--- config.mk ---
export PLATFORM = sky130hd
export DESIGN_NAME = multi_pattern_byte_matcher_core
export DESIGN_NICKNAME = d
export VERILOG_FILES = /design/src/rtl/core/mpbm_pkg.sv /design/src/rtl/core/mpbm_ctrl.sv /design/src/rtl/core/mpbm_datapath.sv /design/src/rtl/core/multi_pattern_byte_matcher_core.sv
export SDC_FILE = /design/constraint.sdc
export NUM_CORES = 1
export LEC_CHECK = 0
export ABC_AREA = 1
export BUFFER_PORTS_ARGS = -buffer_cell sky130_fd_sc_hd__buf_2
export CORE_MARGIN = 2
export CORE_UTILIZATION = 62
export DETAILED_ROUTE_END_ITERATION = 6
export PLACE_DENSITY_LB_ADDON = 0.15
export REMOVE_ABC_BUFFERS = 1
export SYNTH_ARGS = -nofsm -noshare
export SYNTH_HDL_FRONTEND = slang
export SYNTH_SLANG_ARGS = --single-unit
--- constraint.sdc ---
create_clock -name clk_i -period 5 [get_ports clk_i]
set_input_delay 0 -clock clk_i [delete_from_list [all_inputs] [get_ports clk_i]]
set_output_delay 0 -clock clk_i [all_outputs]
set_load 0.005 [all_outputs]
--- src/rtl/core/mpbm_pkg.sv ---
package mpbm_pkg;

  // Table and line geometry.
  localparam int NumPatterns   = 8;
  localparam int MaxPatternLen = 8;
  localparam int PositionBits  = 16;
  localparam int ResultLimit   = 64;

  // Derived widths.
  localparam int ByteW    = 8;
  localparam int PatIdxW  = $clog2(NumPatterns);
  localparam int PatCntW  = $clog2(NumPatterns + 1);
  localparam int OffW     = $clog2(MaxPatternLen);
  localparam int FillW    = $clog2(MaxPatternLen + 1);
  localparam int ResCntW  = $clog2(ResultLimit);
  localparam int CfgW     = 4;
  localparam int PosOutW  = 16;
  localparam int WinW     = MaxPatternLen * ByteW;
  localparam int ApbDataW = 32;
  localparam int ApbAddrW = 3;

  // Item modes.
  localparam logic MODE_LOAD = 1'b0;
  localparam logic MODE_SCAN = 1'b1;

  // Register index (word address bit of paddr).
  localparam logic REG_ACTIVE_PATTERNS = 1'b0;

  // Commands from the controller to the datapath.
  typedef struct packed {
    logic write_pat;   // store one pattern byte
    logic append;      // push one text byte into the window
    logic test;        // test current start against current pattern
    logic emit_marker; // send the end-of-line marker
    logic slide;       // drop the oldest window byte
    logic line_clear;  // return line state to its reset values
    logic pat_clr;
    logic pat_inc;
    logic idx_clr;
    logic idx_inc;
    logic cnt_clr;
  } dp_cmd_t;

  // Status from the datapath to the controller.
  typedef struct packed {
    logic fill_last_slot; // next text byte fills the window
    logic pat_done;       // every active pattern has been tested
    logic idx_done;       // every remaining start has been tested
    logic out_free;       // output register can take a new item
  } dp_status_t;

endpackage

--- src/rtl/core/mpbm_ctrl.sv ---
module mpbm_ctrl (
  input  logic                 clk_i,
  input  logic                 rst_ni,
  input  logic                 in_valid_i,
  input  logic                 mode_i,
  input  logic                 last_i,
  output logic                 in_stall_o,
  input  mpbm_pkg::dp_status_t status_i,
  output mpbm_pkg::dp_cmd_t    cmd_o
);
  import mpbm_pkg::*;

  localparam logic [1:0] StIdle  = 2'd0;
  localparam logic [1:0] StScan  = 2'd1;
  localparam logic [1:0] StFlush = 2'd2;

  logic [1:0] state_q, state_d;

  // Items are taken only between line events.
  assign in_stall_o = (state_q != StIdle);

  // Next state and command decode.
  always_comb begin
    state_d = state_q;
    cmd_o   = '0;
    unique case (state_q)
      StIdle: begin
        if (in_valid_i) begin
          if (mode_i == MODE_LOAD) begin
            cmd_o.write_pat = 1'b1;
          end else begin
            cmd_o.append  = 1'b1;
            cmd_o.pat_clr = 1'b1;
            cmd_o.idx_clr = 1'b1;
            cmd_o.cnt_clr = 1'b1;
            if (last_i) begin
              state_d = StFlush;
            end else if (status_i.fill_last_slot) begin
              state_d = StScan;
            end
          end
        end
      end
      StScan: begin
        // Test the oldest start against each active pattern, then slide.
        if (status_i.pat_done) begin
          cmd_o.slide = 1'b1;
          state_d     = StIdle;
        end else if (status_i.out_free) begin
          cmd_o.test    = 1'b1;
          cmd_o.pat_inc = 1'b1;
        end
      end
      StFlush: begin
        // Walk every remaining start, then close the line with a marker.
        if (status_i.idx_done) begin
          if (status_i.out_free) begin
            cmd_o.emit_marker = 1'b1;
            cmd_o.line_clear  = 1'b1;
            state_d           = StIdle;
          end
        end else if (status_i.pat_done) begin
          cmd_o.pat_clr = 1'b1;
          cmd_o.idx_inc = 1'b1;
        end else if (status_i.out_free) begin
          cmd_o.test    = 1'b1;
          cmd_o.pat_inc = 1'b1;
        end
      end
      default: begin
        state_d = StIdle;
      end
    endcase
  end

  // State register.
  always_ff @(posedge clk_i or negedge rst_ni) begin
    if (!rst_ni) begin
      state_q <= StIdle;
    end else begin
      state_q <= state_d;
    end
  end

endmodule

--- src/rtl/core/mpbm_datapath.sv ---
module mpbm_datapath (
  input  logic                   clk_i,
  input  logic                   rst_ni,
  input  mpbm_pkg::dp_cmd_t      cmd_i,
  output mpbm_pkg::dp_status_t   status_o,
  input  logic [3:0]             active_patterns_i,
  input  logic [2:0]             pattern_slot_i,
  input  logic [2:0]             char_offset_i,
  input  logic [7:0]             byte_value_i,
  input  logic                   last_i,
  output logic                   out_valid_o,
  input  logic                   out_stall_i,
  output logic                   is_match_o,
  output logic [15:0]            start_position_o,
  output logic [2:0]             matched_pattern_o,
  output logic                   position_saturated_o,
  output logic                   line_done_o
);
  import mpbm_pkg::*;

  // Pattern table: one row of bytes per pattern, filled byte by byte.
  logic [WinW-1:0]  pat_row_q [NumPatterns];
  logic [FillW-1:0] pat_len_q [NumPatterns];

  // Line state.
  logic [WinW-1:0]         win_q;
  logic [FillW-1:0]        fill_q;
  logic [PositionBits-1:0] oldest_q;
  logic                    sat_flag_q;

  // Sequencing counters.
  logic [PatCntW-1:0] pat_q;
  logic [FillW-1:0]   idx_q;
  logic [ResCntW-1:0] cnt_q;

  // Output register.
  logic               out_valid_q;
  logic               is_match_q;
  logic [PosOutW-1:0] pos_q;
  logic [PatIdxW-1:0] pat_out_q;
  logic               sat_out_q;
  logic               done_q;

  logic [PatCntW-1:0]    n_act;
  logic [WinW-1:0]       cur_row;
  logic [FillW-1:0]      cur_len;
  logic [WinW-1:0]       win_shift;
  logic [FillW-1:0]      avail;
  logic                  bytes_eq;
  logic                  hit;
  logic                  emit_match;
  logic                  out_free;
  logic [PositionBits:0] pos_sum;
  logic [PositionBits:0] end_sum;
  logic [PositionBits-1:0] pos_val;
  logic                  pos_sat;
  logic                  marker_sat;

  // Patterns above the table size act as the whole table.
  assign n_act = (active_patterns_i > CfgW'(NumPatterns)) ? PatCntW'(NumPatterns)
                                                           : PatCntW'(active_patterns_i);

  // Compare the current pattern with the window bytes from the current start.
  assign cur_row   = pat_row_q[pat_q[PatIdxW-1:0]];
  assign cur_len   = pat_len_q[pat_q[PatIdxW-1:0]];
  assign win_shift = win_q >> {idx_q, 3'b000};
  assign avail     = fill_q - idx_q;

  always_comb begin
    bytes_eq = 1'b1;
    for (int j = 0; j < MaxPatternLen; j++) begin
      if ((j < int'(cur_len)) && (win_shift[j*ByteW +: ByteW] != cur_row[j*ByteW +: ByteW])) begin
        bytes_eq = 1'b0;
      end
    end
  end

  assign hit        = (cur_len != '0) && (cur_len <= avail) && bytes_eq;
  assign emit_match = cmd_i.test && hit && (cnt_q < ResCntW'(ResultLimit - 1));

  // Start position with clamping at the top of the range.
  assign pos_sum = {1'b0, oldest_q} + (PositionBits+1)'(idx_q);
  assign pos_sat = pos_sum[PositionBits] | sat_flag_q;
  assign pos_val = pos_sum[PositionBits] ? '1 : pos_sum[PositionBits-1:0];

  // The marker reports whether the last byte of the line went past the range.
  assign end_sum    = {1'b0, oldest_q} + (PositionBits+1)'(fill_q) - (PositionBits+1)'(1);
  assign marker_sat = sat_flag_q | ((fill_q != '0) && end_sum[PositionBits]);

  assign out_free = !out_valid_q || !out_stall_i;

  assign status_o.fill_last_slot = (fill_q == FillW'(MaxPatternLen - 1));
  assign status_o.pat_done       = (pat_q == n_act);
  assign status_o.idx_done       = (idx_q == fill_q);
  assign status_o.out_free       = out_free;

  // Pattern bytes need no reset.
  always_ff @(posedge clk_i) begin
    if (cmd_i.write_pat) begin
      pat_row_q[pattern_slot_i][char_offset_i*ByteW +: ByteW] <= byte_value_i;
    end
  end

  // Pattern lengths; zero means the pattern never matches.
  always_ff @(posedge clk_i or negedge rst_ni) begin
    if (!rst_ni) begin
      for (int i = 0; i < NumPatterns; i++) begin
        pat_len_q[i] <= '0;
      end
    end else if (cmd_i.write_pat && last_i) begin
      pat_len_q[pattern_slot_i] <= FillW'(char_offset_i) + FillW'(1);
    end
  end

  // Text window, fill level, oldest start and saturation flag.
  always_ff @(posedge clk_i or negedge rst_ni) begin
    if (!rst_ni) begin
      win_q      <= '0;
      fill_q     <= '0;
      oldest_q   <= '0;
      sat_flag_q <= 1'b0;
    end else if (cmd_i.line_clear) begin
      win_q      <= '0;
      fill_q     <= '0;
      oldest_q   <= '0;
      sat_flag_q <= 1'b0;
    end else if (cmd_i.slide) begin
      win_q  <= win_q >> ByteW;
      fill_q <= fill_q - FillW'(1);
      if (oldest_q != '1) begin
        oldest_q <= oldest_q + PositionBits'(1);
      end else begin
        sat_flag_q <= 1'b1;
      end
    end else if (cmd_i.append) begin
      win_q[fill_q[OffW-1:0]*ByteW +: ByteW] <= byte_value_i;
      fill_q <= fill_q + FillW'(1);
    end
  end

  // Pattern, start and result counters.
  always_ff @(posedge clk_i or negedge rst_ni) begin
    if (!rst_ni) begin
      pat_q <= '0;
      idx_q <= '0;
      cnt_q <= '0;
    end else begin
      if (cmd_i.pat_clr) begin
        pat_q <= '0;
      end else if (cmd_i.pat_inc) begin
        pat_q <= pat_q + PatCntW'(1);
      end
      if (cmd_i.idx_clr) begin
        idx_q <= '0;
      end else if (cmd_i.idx_inc) begin
        idx_q <= idx_q + FillW'(1);
      end
      if (cmd_i.cnt_clr) begin
        cnt_q <= '0;
      end else if (emit_match) begin
        cnt_q <= cnt_q + ResCntW'(1);
      end
    end
  end

  // Output valid flag.
  always_ff @(posedge clk_i or negedge rst_ni) begin
    if (!rst_ni) begin
      out_valid_q <= 1'b0;
    end else if (emit_match || cmd_i.emit_marker) begin
      out_valid_q <= 1'b1;
    end else if (!out_stall_i) begin
      out_valid_q <= 1'b0;
    end
  end

  // Output payload.
  always_ff @(posedge clk_i) begin
    if (emit_match) begin
      is_match_q <= 1'b1;
      pos_q      <= PosOutW'(pos_val);
      pat_out_q  <= pat_q[PatIdxW-1:0];
      sat_out_q  <= pos_sat;
      done_q     <= 1'b0;
    end else if (cmd_i.emit_marker) begin
      is_match_q <= 1'b0;
      pos_q      <= '0;
      pat_out_q  <= '0;
      sat_out_q  <= marker_sat;
      done_q     <= 1'b1;
    end
  end

  assign out_valid_o          = out_valid_q;
  assign is_match_o           = is_match_q;
  assign start_position_o     = pos_q;
  assign matched_pattern_o    = pat_out_q;
  assign position_saturated_o = sat_out_q;
  assign line_done_o          = done_q;

endmodule

--- src/rtl/core/multi_pattern_byte_matcher_core.sv ---
// A scan item that fills the window tests the oldest start against each active pattern,
// one per cycle while the output is free, then slides. A line's last byte tests every
// buffered start so, then sends the marker. Other items take no stall. Throughput is
// set by the single pattern comparator, shared over patterns and starts.
// Reset clears pattern lengths, the window, the position state and the register.
module multi_pattern_byte_matcher_core (
  input  logic        clk_i,
  input  logic        rst_ni,
  // Input items.
  input  logic        in_valid_i,
  output logic        in_stall_o,
  input  logic        mode_i,
  input  logic [2:0]  pattern_slot_i,
  input  logic [2:0]  char_offset_i,
  input  logic [7:0]  byte_value_i,
  input  logic        last_i,
  // Result items.
  output logic        out_valid_o,
  input  logic        out_stall_i,
  output logic        is_match_o,
  output logic [15:0] start_position_o,
  output logic [2:0]  matched_pattern_o,
  output logic        position_saturated_o,
  output logic        line_done_o,
  // Configuration port.
  input  logic        psel,
  input  logic        penable,
  input  logic        pwrite,
  input  logic [2:0]  paddr,
  input  logic [31:0] pwdata,
  output logic [31:0] prdata,
  output logic        pready
);
  import mpbm_pkg::*;

  logic [CfgW-1:0] active_q;
  dp_cmd_t         cmd;
  dp_status_t      status;

  // Configuration register.
  assign pready = 1'b1;

  always_ff @(posedge clk_i or negedge rst_ni) begin
    if (!rst_ni) begin
      active_q <= '0;
    end else if (psel && penable && pwrite && (paddr[2] == REG_ACTIVE_PATTERNS)) begin
      active_q <= pwdata[CfgW-1:0];
    end
  end

  assign prdata = (paddr[2] == REG_ACTIVE_PATTERNS) ? ApbDataW'(active_q) : '0;

  // Sequencer.
  mpbm_ctrl u_ctrl (
    .clk_i      (clk_i),
    .rst_ni     (rst_ni),
    .in_valid_i (in_valid_i),
    .mode_i     (mode_i),
    .last_i     (last_i),
    .in_stall_o (in_stall_o),
    .status_i   (status),
    .cmd_o      (cmd)
  );

  // Pattern table, window and result register.
  mpbm_datapath u_datapath (
    .clk_i                (clk_i),
    .rst_ni               (rst_ni),
    .cmd_i                (cmd),
    .status_o             (status),
    .active_patterns_i    (active_q),
    .pattern_slot_i       (pattern_slot_i),
    .char_offset_i        (char_offset_i),
    .byte_value_i         (byte_value_i),
    .last_i               (last_i),
    .out_valid_o          (out_valid_o),
    .out_stall_i          (out_stall_i),
    .is_match_o           (is_match_o),
    .start_position_o     (start_position_o),
    .matched_pattern_o    (matched_pattern_o),
    .position_saturated_o (position_saturated_o),
    .line_done_o          (line_done_o)
  );

endmodule
Word level (Yosys, flattened, before mapping)

Memories as Yosys holds them, arrays and structs flattened.
Index checks and enable logic that the tools add are counted.

Flip-flop bits (word level): 160
Latch bits: 0
Bits in writable memories: 512
ROM bits: 0
Output and inout bits: 57
Word-level logic and storage cells: 192
Memories: 1

Memories:

| memory               | depth | width | rd ports | clocked after Yosys merged registers in | wr ports | RTL line            | text |
|---|---|---|---|---|---|---|---|
| u_datapath.pat_row_q | 8     | 64    | 1        | 0                                       | 1        | mpbm_datapath.sv:22 | `logic [WinW-1:0] pat_row_q [NumPatterns];` |

Add/subtract/negate cells: 13
Multipliers: 0
Divide/modulo/power cells: 0
Order comparisons: 14
Equal/unequal tests: 22
Shift-type cells: 5
Muxes and demuxes: 73
Bitwise operators: 5
Reductions and logical operators: 36

Operators by type and width:

| kind                      | count |
|---|---|
| $mux W64                  | 4 |
| $shift A8 B34 Y64 const A | 2 |
| $shiftx A8 B34 Y64        | 2 |
| $mux W16                  | 6 |
| $neg A6 Y34               | 2 |
| $bwmux W64                | 1 |
| $ne A8 B8 Y1              | 8 |
| $shr A64 B7 Y64           | 1 |
| $mux W4                   | 12 |
| $add A16 B4 Y17           | 2 |
| $bwmux W32                | 1 |
| $mux W1                   | 29 |
| $mux W2                   | 10 |
| $logic_and A1 B1 Y1       | 18 |
| $sub A17 B1 Y17 const B   | 1 |
| $add A16 B1 Y16 const B   | 1 |
| $lt A3 B4 Y1 const A      | 4 |
| $ne A16 B16 Y1 const B    | 1 |
| $reduce_bool A2 Y1        | 7 |
| $add A4 B1 Y4 const B     | 3 |
| $bmux W4 S3               | 1 |
| $demux W4 S3              | 1 |
| $mux W6                   | 2 |
| $eq A4 B4 Y1              | 2 |
| other kinds (30)          | 47 |

Longest topological paths before layout

Depth in word-level cells: 19
Depth in mapped cells: 23

Modules after synthesis

From an unflattened synthesis, not the netlist that was laid out.

Cell total of the unflattened synthesis: 3,697
Area total of the unflattened synthesis: 33,701.1 sq um

Modules (own cells, without submodules):

| module                          | times used | cells each | area each (sq um) | sequential area each (sq um) |
|---|---|---|---|---|
| mpbm_datapath                   | 1          | 3,586      | 32,931.6          | 19,318.5 |
| multi_pattern_byte_matcher_core | 1          | 60         | 439.2             | 100.1 |
| mpbm_ctrl                       | 1          | 51         | 330.3             | 50.0 |

Worst setup path after synthesis

No wires, ideal clock.

Path kind: reg2reg
Start: register u_datapath.fill_q[0]
End: register u_datapath.pat_out_q[0] (netlist: u_datapath.matched_pattern_o[0]), enable pin
Setup time: 377 ps
Arrival: 3,357 ps
Path slack: 1,267 ps
Cell stages (with the launch flop): 19
Path buffers: 2
Cell sequence: dfrtp_1 inv_1 clkbuf_1 ha_1 inv_1 fa_1 inv_1 ha_1 a21oi_1 o21ai_0 o21ai_0 nand2_1 nor2_1 and2_1 nand3_1 nor2_4 nand2_2 buf_6 nand2_1

Word-level cells in the longest chain between the ends: 7

Ends and longest elaborated chain:

| item                             | RTL line             | text |
|---|---|---|
| start, declared                  | mpbm_datapath.sv:27  | `logic [FillW-1:0] fill_q;` |
| start signal, assigned           | mpbm_datapath.sv:129 | `fill_q <= fill_q - FillW'(1);` |
| start signal, assigned           | mpbm_datapath.sv:137 | `fill_q <= fill_q + FillW'(1);` |
| $sub A4 B4 Y4                    | mpbm_datapath.sv:67  | `assign avail = fill_q - idx_q;` |
| $le A4 B4 Y1                     | mpbm_datapath.sv:78  | `assign hit = (cur_len != '0) && (cur_len <= avail) && bytes_eq;` |
| $logic_and A1 B1 Y1 (2 in a row) | mpbm_datapath.sv:78  |  |
| $logic_and A1 B1 Y1 (2 in a row) | mpbm_datapath.sv:79  | `assign emit_match = cmd_i.test && hit && (cnt_q < ResCntW'(ResultLimit - 1));` |
| $reduce_bool A2 Y1 (no line) (*) | n/a                  |  |
| end signal, assigned             | mpbm_datapath.sv:182 | `pat_out_q <= pat_q[PatIdxW-1:0];` |
| end, declared                    | mpbm_datapath.sv:40  | `logic [PatIdxW-1:0] pat_out_q;` |

Every way passes the cells marked *; elsewhere a longest branch is shown, timed or not.
A chain may end at the register's enable or synchronous reset.

Worst setup path after layout

Start: register u_datapath.pat_q[0]
End: register u_datapath.pat_out_q[2] (netlist: u_datapath.matched_pattern_o[2]), enable pin

Word-level cells in the longest chain between the ends: 18

Ends and longest elaborated chain:

| item                                       | RTL line             | text |
|---|---|---|
| start, declared                            | mpbm_datapath.sv:32  | `logic [PatCntW-1:0] pat_q;` |
| start signal, assigned                     | mpbm_datapath.sv:151 | `pat_q <= pat_q + PatCntW'(1);` |
| $not A3 Y4 (not written as such)           | mpbm_datapath.sv:65  | `assign cur_len = pat_len_q[pat_q[PatIdxW-1:0]];` |
| $bmux W4 S3                                | mpbm_datapath.sv:65  |  |
| $mux W4 (not written as such) (2 in a row) | mpbm_datapath.sv:65  |  |
| $lt A1 B4 Y1                               | mpbm_datapath.sv:72  | `if ((j < int'(cur_len)) && (win_shift[j*ByteW +: ByteW] != cur_row[j*ByteW +: ByteW])) begin` |
| $logic_and A1 B1 Y1                        | mpbm_datapath.sv:72  |  |
| $mux W1 (8 in a row)                       | mpbm_datapath.sv:72  |  |
| $logic_and A1 B1 Y1                        | mpbm_datapath.sv:78  |  |
| $logic_and A1 B1 Y1 (*) (2 in a row)       | mpbm_datapath.sv:79  |  |
| $reduce_bool A2 Y1 (no line) (*)           | n/a                  |  |

Every way passes the cells marked *; elsewhere a longest branch is shown, timed or not. The select of a mux whose other input is x is not followed.

==> impl_metrics.py <==
metrics = {
    "run_status": {
        "outcome": "finished clean",
    },
    "power_and_ir_drop": {
        "power_density_mw_per_mm2": 563,
        "power_leakage_nw": 15.3,
        "ir_drop_mv": 0.601,
    },
    "layout": {
        "area_delta_synth_final_pct": 9.44,
        "utilization": 0.684,
        "drive_gt1_frac": 0.0607,
        "fin_cells": 4499,
        "fin_nets": 3861,
        "fin_area_mm2": 0.0367,
        "num_antenna_cells": 0,
    },
    "flow_run": {
        "cap_viol_max_count": 0,
    },
    "cts": {
        "cts_tree": "built",
        "cts.htree.levels": 3,
        "cts.sinks": 672,
        "cts_made_buffers": 70,
        "clock_latency_ps": 620,
        "path_clk_slew_ps": 60,
        "cts.path.max_buffers": 3,
        "root_buffer": "clkbuf_16",
    },
    "logic_synthesis": {
        "ys_seq_area_frac": 0.581,
        "synth_area_per_cell_um2": 8.99,
        "yosys-top-cells-count": "1,165 x nand2_1, 645 x nand3_1, 532 x edfxtp_1",
        "ys_types": 47,
        "synth_top_area_cell": "edfxtp_1",
        "synthCells": 3729,
        "synth_edf_count": 532,
        "synth.most_common_cell": "nand2_1",
        "ys_seq_elements": 672,
        "synth_top_area_frac": 0.477,
        "synthFlopType": "edfxtp_1",
        "async_flop_share": 0.205,
        "synth_area_mm2": 0.0335,
        "yosysWarnings": 0,
        "netlist_top_cells_area": "edfxtp_1 48%, nand2_1 13%, dfrtp_1 10%",
    },
    "route": {
        "dr.pass1.iters": 7,
        "avgRoutedWirePerCell_um": 21.3,
        "postRouteAntennaNets": 0,
        "postRouteWirelength_um": 95900,
        "vias": 27100,
        "via_per_inst": 6.03,
        "drc_errors": 0,
        "drt-initial-drc-count": 3566,
    },
    "sta": {
        "timing.fmax_mhz": 239,
        "min_period_ps": 4190,
        "rsz0062_at_grt": "false",
        "final.period_utilization": 0.837,
        "slew_violations": 0,
        "finClkSkew_ps": 19.9,
        "setup_viol_count_final": 0,
        "worst_pin_slew_ps": 1260,
        "slew_headroom": 0.151,
        "hold_viol_final": 0,
        "final.setup.tns_ps": 0,
    },
    "place": {
        "dp_hpwl_um": 62600,
        "dp.cells": 4339,
        "place.gp.congestion": 1.01,
        "postPlaceCellArea_mm2": 0.0341,
        "port_buffers": 55,
    },
    "critical_path": {
        "cp_common_cell": "nand2_1",
        "cp_top_family": "simple AND/OR/NAND/NOR gates",
        "timing.rr.start": "u_datapath.pat_q[0]",
        "max_stage_delay_ps": 840,
        "path_buf_inv": 3,
        "worstReg2RegEnd": "u_datapath.matched_pattern_o[2]",
        "reg2reg_depth": 17,
        "crit_cells": 17,
        "reg2reg_slack_ps": 810,
        "cp_data_arrival_time_ps": 4470,
        "startpoint_type": "register",
        "crit_type": "register to register",
        "end_kind": "register",
        "crit_slowest_cell": "dfrtp_4",
        "crit_fanout": 112,
        "cp_cell_sequence": "inv_8, buf_12, or2_2, nand2_1, nand3_1, nand2_1, nand2_1, nand2_1, nand2_1, nor2_1, nand2_1, nand2_1, nand3_1, nor2_4, nand2_2, nand2_1, buf_4",
        "required_ps": 5280,
    },
    "floorplan": {
        "rows": 85,
        "fp.coreArea_mm2": 0.0536,
        "start_util": 0.625,
        "ios": 115,
        "die_w_um": 237,
        "dieArea_mm2": 0.0559,
        "die_h_um": 237,
    },
    "grt": {
        "grt_pass1_wl_um": 145000,
        "grt_pass1_vias": 25200,
        "grt_max_degree": 139,
        "antenna_found_initial": 0,
        "grtUsageTotal": 0.342,
        "grt-ovfl-total": 0,
    },
    "min_path": {
        "hold_class": "input port to asynchronous set/reset pin",
    },
}
-- per-stage QoR --
step / worst slack [ps] / total power, mW / hold slack [ps]
floorplan: -6320 / 12.7 / -296
global placement: 1120 / 14.9 / 136
detailed placement: 1030 / 15.2 / 136
CTS: 1030 / 20.5 / 2.62
global route: 636 / 21.8 / 25.4
finish: 814 / 20.6 / 37.2
-- how the worst max path moves through the flow --
stage / startpoint / to / slack, ps
finish: u_datapath.pat_q[0] / u_datapath.matched_pattern_o[2] / 810
CTS: u_datapath.pat_q[0] / u_datapath.start_position_o[3] / 1030
floorplan: u_datapath.pat_q[0] / u_datapath.matched_pattern_o[0] / -6320
global route: u_datapath.fill_q[0] / u_datapath.win_q[10] / 640
detailed placement: u_datapath.pat_q[0] / u_datapath.start_position_o[3] / 1030
global placement: u_datapath.pat_q[0] / u_datapath.start_position_o[3] / 1120
-- area by class of cell --
| cell class | instances | area [um2] |
|---|---|---|
| sequential | 672 | 19500 |
| fill | 4111 | 16900 |
| multi-input combinational | 2609 | 12000 |
| clock buffer | 90 | 1930 |
| timing repair buffer | 130 | 1020 |
| inverter | 263 | 997 |
| tap | 696 | 871 |
| clock inverter | 39 | 390 |
-- per-layer routing --
metal  vias up  share of wire  routed length (um)  global-route usage
met3       228          0.096                9160              0.0553
met5         -              0                   0                   0
met4         0          0.040                3850               0.144
li1      12600              -                   -                   -
met2      1530           0.47               44600               0.538
met1     12800           0.40               38200               0.478
-- sequential cells by signal, indices dropped and copies added (netlist names) --
signal / flops
u_datapath.pat_row_q: 512
u_datapath.win_q: 64
u_datapath.pat_len_q: 32
u_datapath.oldest_q: 16
u_datapath.start_position_o: 16
u_datapath.cnt_q: 6
active_q: 4
u_datapath.fill_q: 4
u_datapath.idx_q: 4
u_datapath.pat_q: 4
u_datapath.matched_pattern_o: 3
u_ctrl.state_q: 2
u_datapath.is_match_o: 1
u_datapath.line_done_o: 1
u_datapath.out_valid_o: 1
u_datapath.position_saturated_o: 1
u_datapath.sat_flag_q: 1
-- logic make-up after synthesis --
family | share of synthesized area
AOI/OAI and AO/OA | 0.0487
and+or+nand+nor | 0.278
xor gates and xnor gates | 0.00575
other | 0.000224
adders and majority gates | 0.0219
buffers and inverters | 0.0648
DFF | 0.581
-- repair_timing --
action                    CTS  global route
hold endpoints to repair  141             0
gates resized for setup     0             0
setup buffers               0             0
hold buffers               31             0
-- power by group --
| part | internal (mW) | leakage [nW] | switching, mW |
|---|---|---|---|
| logic | 2.53 | 7.18 | 5.87 |
| clock network | 3.11 | 1.13 | 2.20 |
| registers | 6.43 | 7.01 | 0.509 |
| total | 12.1 | 15.3 | 8.58 |
-- placed cells by master, fill, tap and decap left out, types with 5 or more instances in the layout --
cell,n
buf_4,36
inv_1,250
bufinv_16,7
o21ai_1,21
buf_12,8
xor2_1,13
a31oi_1,19
nor2_1,287
a211oi_1,9
clkbuf_16,74
buf_2,54
nand3_1,644
dlygate4sd3_1,31
o31ai_1,6
o21ai_0,136
clkbuf_1,14
clkinv_1,20
conb_1,29
nand3b_1,12
ha_1,54
or2_2,6
clkinv_2,9
nor3_1,53
o22ai_1,44
nand4_1,11
dfrtp_1,133
xnor2_1,9
nand2_1,1165
inv_2,5
edfxtp_1,532
a21oi_1,59
No activity file was read; power rests on OpenSTA's default activity.
